--- src/wtw_pkg.sv ---
package wtw_pkg;

    localparam int NUM_ENTRIES = 16;
    localparam int IDX_W       = (NUM_ENTRIES > 1) ? $clog2(NUM_ENTRIES) : 1;
    localparam int ACT_W       = IDX_W + 1;

    localparam int FUNC_W     = 2;
    localparam int ENTRY_W    = 4;
    localparam int HOUR_W     = 5;
    localparam int MIN_W      = 6;
    localparam int SEC_W      = 6;
    localparam int WD_W       = 3;
    localparam int MODE_W     = 4;
    localparam int DAYS_W     = 7;
    localparam int SETS_W     = 8;
    localparam int SEL_W      = 3;
    localparam int CHOSEN_W   = 5;
    localparam int KEY_W      = HOUR_W + MIN_W + SEC_W;

    localparam int IN_DATA_W  = 56;
    localparam int OUT_DATA_W = 16;
    localparam int CFG_ADDR_W = 1;
    localparam int CFG_DATA_W = 4;

    typedef enum logic [FUNC_W-1:0] {
        FN_TICK,
        FN_WRITE,
        FN_SETS,
        FN_NONE
    } t_func;

    typedef enum logic [CFG_ADDR_W-1:0] {
        CFG_ACTIVE_SET,
        CFG_DEFAULT_MODE
    } t_cfg_reg;

    typedef struct packed {
        logic [HOUR_W-1:0] start_h;
        logic [MIN_W-1:0]  start_m;
        logic [HOUR_W-1:0] end_h;
        logic [MIN_W-1:0]  end_m;
        logic [MODE_W-1:0] mode;
        logic [DAYS_W-1:0] days;
        logic [SETS_W-1:0] sets;
    } t_entry;

    typedef enum logic [2:0] {
        OP_NONE,
        OP_APPLY,
        OP_INIT,
        OP_SCAN,
        OP_REPORT
    } t_op;

    typedef enum logic [2:0] {
        C_NEVER,
        C_ALWAYS,
        C_NO_BEAT,
        C_SKIP,
        C_MORE,
        C_HOLD
    } t_cond;

    localparam int PC_W = 3;
    typedef logic [PC_W-1:0] t_pc;

    localparam t_pc PC_IDLE   = 3'd0;
    localparam t_pc PC_APPLY  = 3'd1;
    localparam t_pc PC_INIT   = 3'd2;
    localparam t_pc PC_SCAN   = 3'd3;
    localparam t_pc PC_REPORT = 3'd4;
    localparam t_pc PC_END    = 3'd5;

    typedef struct packed {
        t_op   op;
        logic  ready;
        t_cond cond;
        t_pc   target;
    } t_uword;

    typedef struct packed {
        t_op  op;
        logic ready;
    } t_ctrl;

    typedef struct packed {
        logic beat;
        logic skip;
        logic more;
        logic hold;
    } t_stat;

    // jump to target when cond holds, else fall through to pc + 1
    function automatic t_uword ucode_rom(input t_pc pc);
        t_uword w;
        unique case (pc)
            PC_IDLE:   w = '{op: OP_NONE,   ready: 1'b1, cond: C_NO_BEAT, target: PC_IDLE};
            PC_APPLY:  w = '{op: OP_APPLY,  ready: 1'b0, cond: C_SKIP,    target: PC_IDLE};
            PC_INIT:   w = '{op: OP_INIT,   ready: 1'b0, cond: C_NEVER,   target: PC_IDLE};
            PC_SCAN:   w = '{op: OP_SCAN,   ready: 1'b0, cond: C_MORE,    target: PC_SCAN};
            PC_REPORT: w = '{op: OP_REPORT, ready: 1'b0, cond: C_HOLD,    target: PC_REPORT};
            default:   w = '{op: OP_NONE,   ready: 1'b0, cond: C_ALWAYS,  target: PC_IDLE};
        endcase
        return w;
    endfunction

    function automatic logic [DAYS_W-1:0] day_bit(input logic [WD_W-1:0] wd);
        logic [DAYS_W-1:0] b;
        b = '0;
        if (wd < WD_W'(DAYS_W)) begin
            b = DAYS_W'(1) << wd;
        end
        return b;
    endfunction

    // following weekday with wrap; the out-of-range day stays out of range
    function automatic logic [WD_W-1:0] next_day(input logic [WD_W-1:0] wd);
        logic [WD_W-1:0] n;
        if (wd == WD_W'(DAYS_W - 1)) begin
            n = '0;
        end else if (wd < WD_W'(DAYS_W - 1)) begin
            n = wd + WD_W'(1);
        end else begin
            n = wd;
        end
        return n;
    endfunction

    function automatic logic [KEY_W-1:0] time_key(input logic [HOUR_W-1:0] h,
                                                  input logic [MIN_W-1:0]  m,
                                                  input logic [SEC_W-1:0]  s);
        return {h, m, s};
    endfunction

endpackage

--- src/weekly_time_window_program_selector.sv ---
// A result beat is registered after the scan that its input beat starts, and only when the chosen
// entry differs from the active one. A new input beat is taken only once the sequencer is idle again;
// the microcode scan reads one table entry per cycle through a single read port.
// A finished result waits in the output register while the next beat is taken.
// Reset (synchronous, active low) clears the table, registers, active entry and time-known flag.
module weekly_time_window_program_selector (
    input  logic                             i_clk,
    input  logic                             i_rst_n,
    input  logic                             i_cfg_wr_en,
    input  logic [wtw_pkg::CFG_ADDR_W-1:0]   i_cfg_addr,
    input  logic [wtw_pkg::CFG_DATA_W-1:0]   i_cfg_wr_data,
    input  logic                             s_axis_tvalid,
    output logic                             s_axis_tready,
    // entry, hour_a, minute_a, sec_now, weekday_now, end_hour, end_minute,
    // mode_in, day_mask, set_mask, zero pad
    input  logic [wtw_pkg::IN_DATA_W-1:0]    s_axis_tdata,
    // func
    input  logic [wtw_pkg::FUNC_W-1:0]       s_axis_tuser,
    output logic                             m_axis_tvalid,
    input  logic                             m_axis_tready,
    // chosen_entry, fan_mode, zero pad
    output logic [wtw_pkg::OUT_DATA_W-1:0]   m_axis_tdata
);
    import wtw_pkg::*;

    t_ctrl w_ctrl;
    t_stat w_stat;

    wtw_sequencer u_seq (
        .i_clk   (i_clk),
        .i_rst_n (i_rst_n),
        .i_stat  (w_stat),
        .o_ctrl  (w_ctrl)
    );

    wtw_datapath u_dp (
        .i_clk         (i_clk),
        .i_rst_n       (i_rst_n),
        .i_ctrl        (w_ctrl),
        .o_stat        (w_stat),
        .i_cfg_wr_en   (i_cfg_wr_en),
        .i_cfg_addr    (i_cfg_addr),
        .i_cfg_wr_data (i_cfg_wr_data),
        .s_axis_tvalid (s_axis_tvalid),
        .s_axis_tready (s_axis_tready),
        .s_axis_tdata  (s_axis_tdata),
        .s_axis_tuser  (s_axis_tuser),
        .m_axis_tvalid (m_axis_tvalid),
        .m_axis_tready (m_axis_tready),
        .m_axis_tdata  (m_axis_tdata)
    );

endmodule

--- src/wtw_sequencer.sv ---
module wtw_sequencer (
    input  logic           i_clk,
    input  logic           i_rst_n,
    input  wtw_pkg::t_stat i_stat,
    output wtw_pkg::t_ctrl o_ctrl
);
    import wtw_pkg::*;

    t_pc    r_pc;
    t_pc    n_pc;
    t_uword w_uword;
    logic   w_jump;

    assign w_uword      = ucode_rom(r_pc);
    assign o_ctrl.op    = w_uword.op;
    assign o_ctrl.ready = w_uword.ready;

    always_comb begin
        unique case (w_uword.cond)
            C_NEVER:   w_jump = 1'b0;
            C_ALWAYS:  w_jump = 1'b1;
            C_NO_BEAT: w_jump = !i_stat.beat;
            C_SKIP:    w_jump = i_stat.skip;
            C_MORE:    w_jump = i_stat.more;
            C_HOLD:    w_jump = i_stat.hold;
            default:   w_jump = 1'b1;
        endcase
        n_pc = w_jump ? w_uword.target : r_pc + t_pc'(1);
    end

    always_ff @(posedge i_clk) begin
        if (!i_rst_n) begin
            r_pc <= PC_IDLE;
        end else begin
            r_pc <= n_pc;
        end
    end

endmodule

--- src/wtw_datapath.sv ---
module wtw_datapath (
    input  logic                             i_clk,
    input  logic                             i_rst_n,
    input  wtw_pkg::t_ctrl                   i_ctrl,
    output wtw_pkg::t_stat                   o_stat,
    input  logic                             i_cfg_wr_en,
    input  logic [wtw_pkg::CFG_ADDR_W-1:0]   i_cfg_addr,
    input  logic [wtw_pkg::CFG_DATA_W-1:0]   i_cfg_wr_data,
    input  logic                             s_axis_tvalid,
    output logic                             s_axis_tready,
    input  logic [wtw_pkg::IN_DATA_W-1:0]    s_axis_tdata,
    input  logic [wtw_pkg::FUNC_W-1:0]       s_axis_tuser,
    output logic                             m_axis_tvalid,
    input  logic                             m_axis_tready,
    output logic [wtw_pkg::OUT_DATA_W-1:0]   m_axis_tdata
);
    import wtw_pkg::*;

    t_entry               r_table [NUM_ENTRIES];
    t_func                r_func;
    logic [IN_DATA_W-1:0] r_data;
    logic [HOUR_W-1:0]    r_hour;
    logic [MIN_W-1:0]     r_min;
    logic [SEC_W-1:0]     r_sec;
    logic [WD_W-1:0]      r_wd;
    logic                 r_time_known;
    logic [ACT_W-1:0]     r_active;
    logic [IDX_W-1:0]     r_idx;
    logic [ACT_W-1:0]     r_win;
    logic [MODE_W-1:0]    r_win_mode;
    logic [SEL_W-1:0]     r_active_set;
    logic [MODE_W-1:0]    r_default_mode;
    logic                 r_out_valid;
    logic [OUT_DATA_W-1:0] r_out_data;

    logic [ENTRY_W-1:0] w_entry;
    t_entry             w_new;
    logic [IDX_W-1:0]   w_wr_idx;
    logic               w_in_range;
    logic               w_beat;
    t_entry             w_cur;
    logic [KEY_W-1:0]   w_now;
    logic [KEY_W-1:0]   w_start;
    logic [KEY_W-1:0]   w_end;
    logic               w_hit;
    logic               w_differ;
    logic               w_out_free;
    logic [MODE_W-1:0]  w_rep_mode;

    // latched beat: entry[3:0] hour_a[8:4] minute_a[14:9] sec_now[20:15] weekday_now[23:21]
    // end_hour[28:24] end_minute[34:29] mode_in[38:35] day_mask[45:39] set_mask[53:46]
    assign w_entry       = r_data[3:0];
    assign w_new.start_h = r_data[8:4];
    assign w_new.start_m = r_data[14:9];
    assign w_new.end_h   = r_data[28:24];
    assign w_new.end_m   = r_data[34:29];
    assign w_new.mode    = r_data[38:35];
    assign w_new.days    = r_data[45:39];
    assign w_new.sets    = r_data[53:46];

    assign w_wr_idx   = IDX_W'(w_entry);
    assign w_in_range = ({3'b000, w_entry} < 7'(NUM_ENTRIES));
    assign w_beat     = s_axis_tvalid && s_axis_tready;

    always_comb begin
        w_cur   = r_table[r_idx];
        w_now   = time_key(r_hour, r_min, r_sec);
        w_start = time_key(w_cur.start_h, w_cur.start_m, '0);
        w_end   = time_key(w_cur.end_h, w_cur.end_m, '0);
        w_hit   = 1'b0;
        if (w_start > w_end) begin
            if (w_now >= w_start) begin
                w_hit = |(w_cur.days & day_bit(r_wd));
            end else if (w_now < w_end) begin
                w_hit = |(w_cur.days & day_bit(next_day(r_wd)));
            end
        end else if (w_now >= w_start && w_now < w_end) begin
            w_hit = |(w_cur.days & day_bit(r_wd));
        end
        w_hit = w_hit && w_cur.sets[r_active_set];
    end

    assign w_differ   = (r_win != r_active);
    assign w_out_free = !r_out_valid || m_axis_tready;
    assign w_rep_mode = r_win[ACT_W-1] ? r_default_mode : r_win_mode;

    always_comb begin
        o_stat.beat = w_beat;
        o_stat.skip = (r_func == FN_NONE) ||
                      ((r_func != FN_TICK) && (!w_in_range || !r_time_known));
        o_stat.more = (r_idx != IDX_W'(NUM_ENTRIES - 1));
        o_stat.hold = w_differ && !w_out_free;
    end

    always_ff @(posedge i_clk) begin
        if (w_beat) begin
            r_func <= t_func'(s_axis_tuser);
            r_data <= s_axis_tdata;
        end
        if (i_ctrl.op == OP_APPLY && r_func == FN_TICK) begin
            r_hour <= r_data[8:4];
            r_min  <= r_data[14:9];
            r_sec  <= r_data[20:15];
            r_wd   <= r_data[23:21];
        end
        if (i_ctrl.op == OP_INIT) begin
            r_idx <= '0;
        end else if (i_ctrl.op == OP_SCAN) begin
            if (o_stat.more) begin
                r_idx <= r_idx + IDX_W'(1);
            end
            if (w_hit) begin
                r_win_mode <= w_cur.mode;
            end
        end
        if (i_ctrl.op == OP_REPORT && w_differ && w_out_free) begin
            r_out_data <= {(OUT_DATA_W - CHOSEN_W - MODE_W)'(0), w_rep_mode,
                           CHOSEN_W'(r_win)};
        end
    end

    always_ff @(posedge i_clk) begin
        if (!i_rst_n) begin
            for (int i = 0; i < NUM_ENTRIES; i++) begin
                r_table[i] <= '0;
            end
            r_time_known   <= 1'b0;
            r_active       <= '1;
            r_win          <= '1;
            r_active_set   <= '0;
            r_default_mode <= '0;
            r_out_valid    <= 1'b0;
        end else begin
            if (i_cfg_wr_en) begin
                unique case (t_cfg_reg'(i_cfg_addr))
                    CFG_ACTIVE_SET:   r_active_set   <= SEL_W'(i_cfg_wr_data);
                    CFG_DEFAULT_MODE: r_default_mode <= MODE_W'(i_cfg_wr_data);
                endcase
            end
            if (i_ctrl.op == OP_APPLY) begin
                if (r_func == FN_TICK) begin
                    r_time_known <= 1'b1;
                end else if (r_func != FN_NONE && w_in_range) begin
                    if (r_func == FN_WRITE) begin
                        r_table[w_wr_idx] <= w_new;
                    end else begin
                        r_table[w_wr_idx].sets <= w_new.sets;
                    end
                    if ({1'b0, w_wr_idx} == r_active) begin
                        r_active <= '1;
                    end
                end
            end
            if (i_ctrl.op == OP_INIT) begin
                r_win <= '1;
            end else if (i_ctrl.op == OP_SCAN && w_hit) begin
                r_win <= {1'b0, r_idx};
            end
            if (i_ctrl.op == OP_REPORT && w_differ && w_out_free) begin
                r_active    <= r_win;
                r_out_valid <= 1'b1;
            end else if (r_out_valid && m_axis_tready) begin
                r_out_valid <= 1'b0;
            end
        end
    end

    // no beat is taken while reset is held
    assign s_axis_tready = i_ctrl.ready && i_rst_n;
    assign m_axis_tvalid = r_out_valid;
    assign m_axis_tdata  = r_out_data;

endmodule

--- config.mk ---
export PLATFORM = sky130hd
export DESIGN_NAME = weekly_time_window_program_selector
export DESIGN_NICKNAME = d
export VERILOG_FILES = /design/src/wtw_pkg.sv /design/src/weekly_time_window_program_selector.sv /design/src/wtw_sequencer.sv /design/src/wtw_datapath.sv
export SDC_FILE = /design/constraint.sdc
export NUM_CORES = 1
export LEC_CHECK = 0
export BUFFER_PORTS_ARGS = -buffer_cell sky130_fd_sc_hd__buf_2
export CAP_MARGIN = 5
export CORE_AREA = 5 5 217 377
export DETAILED_ROUTE_END_ITERATION = 10
export DIE_AREA = 0 0 222 382
export PLACE_DENSITY = 0.69
export SYNTH_ARGS = -nofsm -noshare
export SYNTH_HDL_FRONTEND = slang
export SYNTH_SLANG_ARGS = --single-unit
--- constraint.sdc ---
create_clock -name i_clk -period 5.4 [get_ports i_clk]
set_input_delay 0.27 -clock i_clk [delete_from_list [all_inputs] [get_ports i_clk]]
set_output_delay 0.27 -clock i_clk [all_outputs]
set_load 0.1 [all_outputs]
==> metrics.md <==
| Metric | Value |
|---|---|
| Pwr Density | 363.1 nW/um^2 |
| Max-cap violations | 0 |
| Min cycle time layout | 4777 ps |
| RSZ-0062 raised after global routing | no |
| # clock sinks | 775 |
| Met1 Usage GRT | 24.15% |
| N_diodes | 0 |
| Final net count | 2419 |
| Final WL | 93.61 mm |
| Hold_buf cts | 64 |
| CP max stage cell | dfxtp_4 |
| Crit path kind | flop to flop |
| CP Capture Type | flop |
| Die ar. | 84800 sq um |
| Clk Latency, worst-skew pair | 640 ps |
| Gate count after technology mapping | 2187 |
| Initial DRT Pass Iterations | 8 |
| Status | complete, no violations |
| WP data arrival | 5120 ps |
| Layout Cells excl Fill | 3397 |
| H-tree depth | 3 |
| Min-delay worst type | input port to flop |
| DRT iter0 DRCs | 1829 |
| Vias per cell | 5.688 |
| Row count | 136 |
| TritonCTS Buffers | 71 |
| Fin crit share | 88.47% |
| Worst Path Buf+Inv | 3 |
| Synth Register Bits | 775 |
| Top cell type's share of synthesized area | 64.24% |
| Setup TNS Final | 0 ps |
| Post-synth EDFFs | 745 |
| Ys async rst share | 0% |
| Wire per inst | 27.56 um |
| Clock root cell | clkbuf_16 |
| Lkg Pwr | 14.03 nW |
| Largest cells by area after synthesis | edfxtp_1, mux4_2, and2_1, dfxtp_1, ha_1 |
| Die Height | 382 um |
| Max_slew headroom | 13.87% |
| Cell count after placement | 3204 |
| Slowest stage delay, CP | 780 ps |
| Crit path max-delay family | multiplexers |
| Startpoint Class | flop |
| Final setup vio count | 0 |
| Gr ovfl total | 0 |
| First-pass GRT wire length | 136.9 mm |
| Peak supply drop | 0.2317 mV |
| Clk buf depth | 3 |
| Routing usage on met2 | 40.85% |
| Clk slew on worst S/H paths | 70 ps |
| Dpl hpwl | 56.73 mm |
| Post-cts resize count | 0 |
| Die extent in x | 222 um |
| Final hold vios | 0 |
| Synthesized area | 34820 sq um |
| Seq/Total Area, Yosys | 65.97% |
| M3 GR Usage | 3.191% |
| # IOs | 86 |
| Core ar. | 78280 sq um |
| Synth Flop Type | edfxtp_1 |
| Via count | 19320 |
| Fill count | 6359 |
| Most frequent cells in the layout | edfxtp_1, and2_1, mux4_2, buf_2, clkbuf_16 |
| Share of layout cells above drive strength 1 | 20.58% |
| Worst Path Required | 5740 ps |
| Initial Utilization | 44.49% |
| All-Layer GR Usage | 22.00% |
| Crit path max fanout | 29 |
| Post CTS Setup Buffer Count | 0 |
| Gr busiest metal | met2 |
| CP cell instances | buf_4 > mux4_2 > mux4_2 > inv_1 > ha_1 > and4_1 > nand3_1 > o21ai_0 > nor3_1 > nand4_1 > o22ai_1 > o2111ai_4 > inv_1 |
| Vias in the first global route | 20710 |
| Clock Skews | 19.39 ps |
| Port Buffers | 76 |
| Dominant cell type by area after synthesis | edfxtp_1 |
| Post-Syn Area per Cell | 15.92 sq um |
| Most common cell after layout, fill and taps aside | edfxtp_1 |
| Ys Warns | 0 |
| DRT antenna net count | 0 |
| Post-route cell area | 39650 sq um |
| Initial antenna violation count | 3 |
| DRC viols | 0 |
| Max Slew Vio Count | 0 |
| Largest net degree at the start of global routing | 53 |
| RePlAce Congestion | 0.8820 |
| Synth unique cells | 54 |
| Fmax | 209.3 MHz |
| TritonCTS clock tree | yes |
| Worst-margin pin slew | 1278 ps |
| Post-place instance area | 36710 sq um |
| Area grow syn2layout | 13.87% |
[per-stage QoR]
| step | hold slack (ps) | setup slack (ps) | util, % | power [mW] |
|---|---|---|---|---|
| 4_1_cts | 13.76 | 600.2 | 50.65 | 14.51 |
| 6_report | 64.47 | 622.9 | 50.66 | 14.40 |
| 3_5_place_dp | 448.2 | 626.2 | 46.90 | 9.414 |
| 3_3_place_gp | 444.0 | 641.8 | 46.90 | 9.349 |
| 5_1_grt | 96.32 | 432.1 | 50.66 | 14.89 |
| 2_1_floorplan | 368.9 | 688.5 | - | 8.690 |
[layout make-up]
| class | count | area [sq um] | share of cell area (%) |
|---|---|---|---|
| sequential | 775 | 22980 | 57.96 |
| clock buffer | 83 | 1853 | 4.673 |
| timing repair buffer | 202 | 1659 | 4.184 |
| clock inverter | 45 | 445.4 | 1.123 |
| inverter | 31 | 116.4 | 0.2935 |
| tap | 1035 | 1295 | 3.266 |
| multi-input combinational | 1226 | 11300 | 28.50 |
[logic make-up after synthesis]
kind of cell             Yosys count  share of synthesized area (%)
AND/OR/NAND/NOR                  825                          14.14
flip-flops                       775                          65.97
multiplexers                     233                          13.76
buffers and inverters            192                          2.303
AO/OA/AOI/OAI                    104                          1.904
adder cells (fa/ha/maj)           44                          1.581
XOR/XNOR                          13                         0.3270
other                              1                        0.01077
[flip-flops by register name (all words and copies together) (netlist names), 5 cells and up, named ones only]
register	count
u_dp.r_min	6
u_dp.r_sec	6
u_dp.m_axis_tdata	9
u_dp.r_data	54
u_dp.r_hour	5
u_dp.r_win	5
u_dp.r_table	656
u_dp.r_active	5
[synthesized netlist by cell type, types with 13 or more instances]
cell	n
buf_2	20
clkbuf_1	116
nor2b_1	13
o21ai_0	44
dfxtp_1	30
mux2i_1	30
ha_1	44
nand2_1	31
mux4_2	196
nor2_1	59
edfxtp_1	745
and2_1	661
inv_1	31
nand3_1	17
[power breakdown]
group	internal, mW	switching [mW]	leakage, nW
Clock	2.85	2.24	1.12
Sequential	6.86	0.293	7.84
Combinational	1.01	1.14	5.07
Total	10.7	3.67	14.0
[worst paths after layout]
kind                     startpoint                     end  slack [ps]  depth (start not counted)
setup / recovery               flop      u_dp.r_win_mode[0]         620                         13
hold / removal          i_cfg_wr_en  u_dp.r_default_mode[1]          60                          4
setup reg to reg               flop      u_dp.r_win_mode[0]         620                         13
hold reg to reg   u_dp.r_time_known       u_dp.r_time_known         470                          1
[worst min-delay path: stages]
cell      delay, ps
buf_2           130
nand2_1         110
nand2_1          70
a21boi_0         60
[metal layers]
| metal | up-vias | wire length (um) |
|---|---|---|
| li1 | 8343 | - |
| met5 | - | 0 |
| met1 | 9931 | 31800 |
| met4 | 0 | 5569 |
| met3 | 254 | 5321 |
| met2 | 795 | 50920 |
No activity file was read; power rests on OpenSTA's default activity.
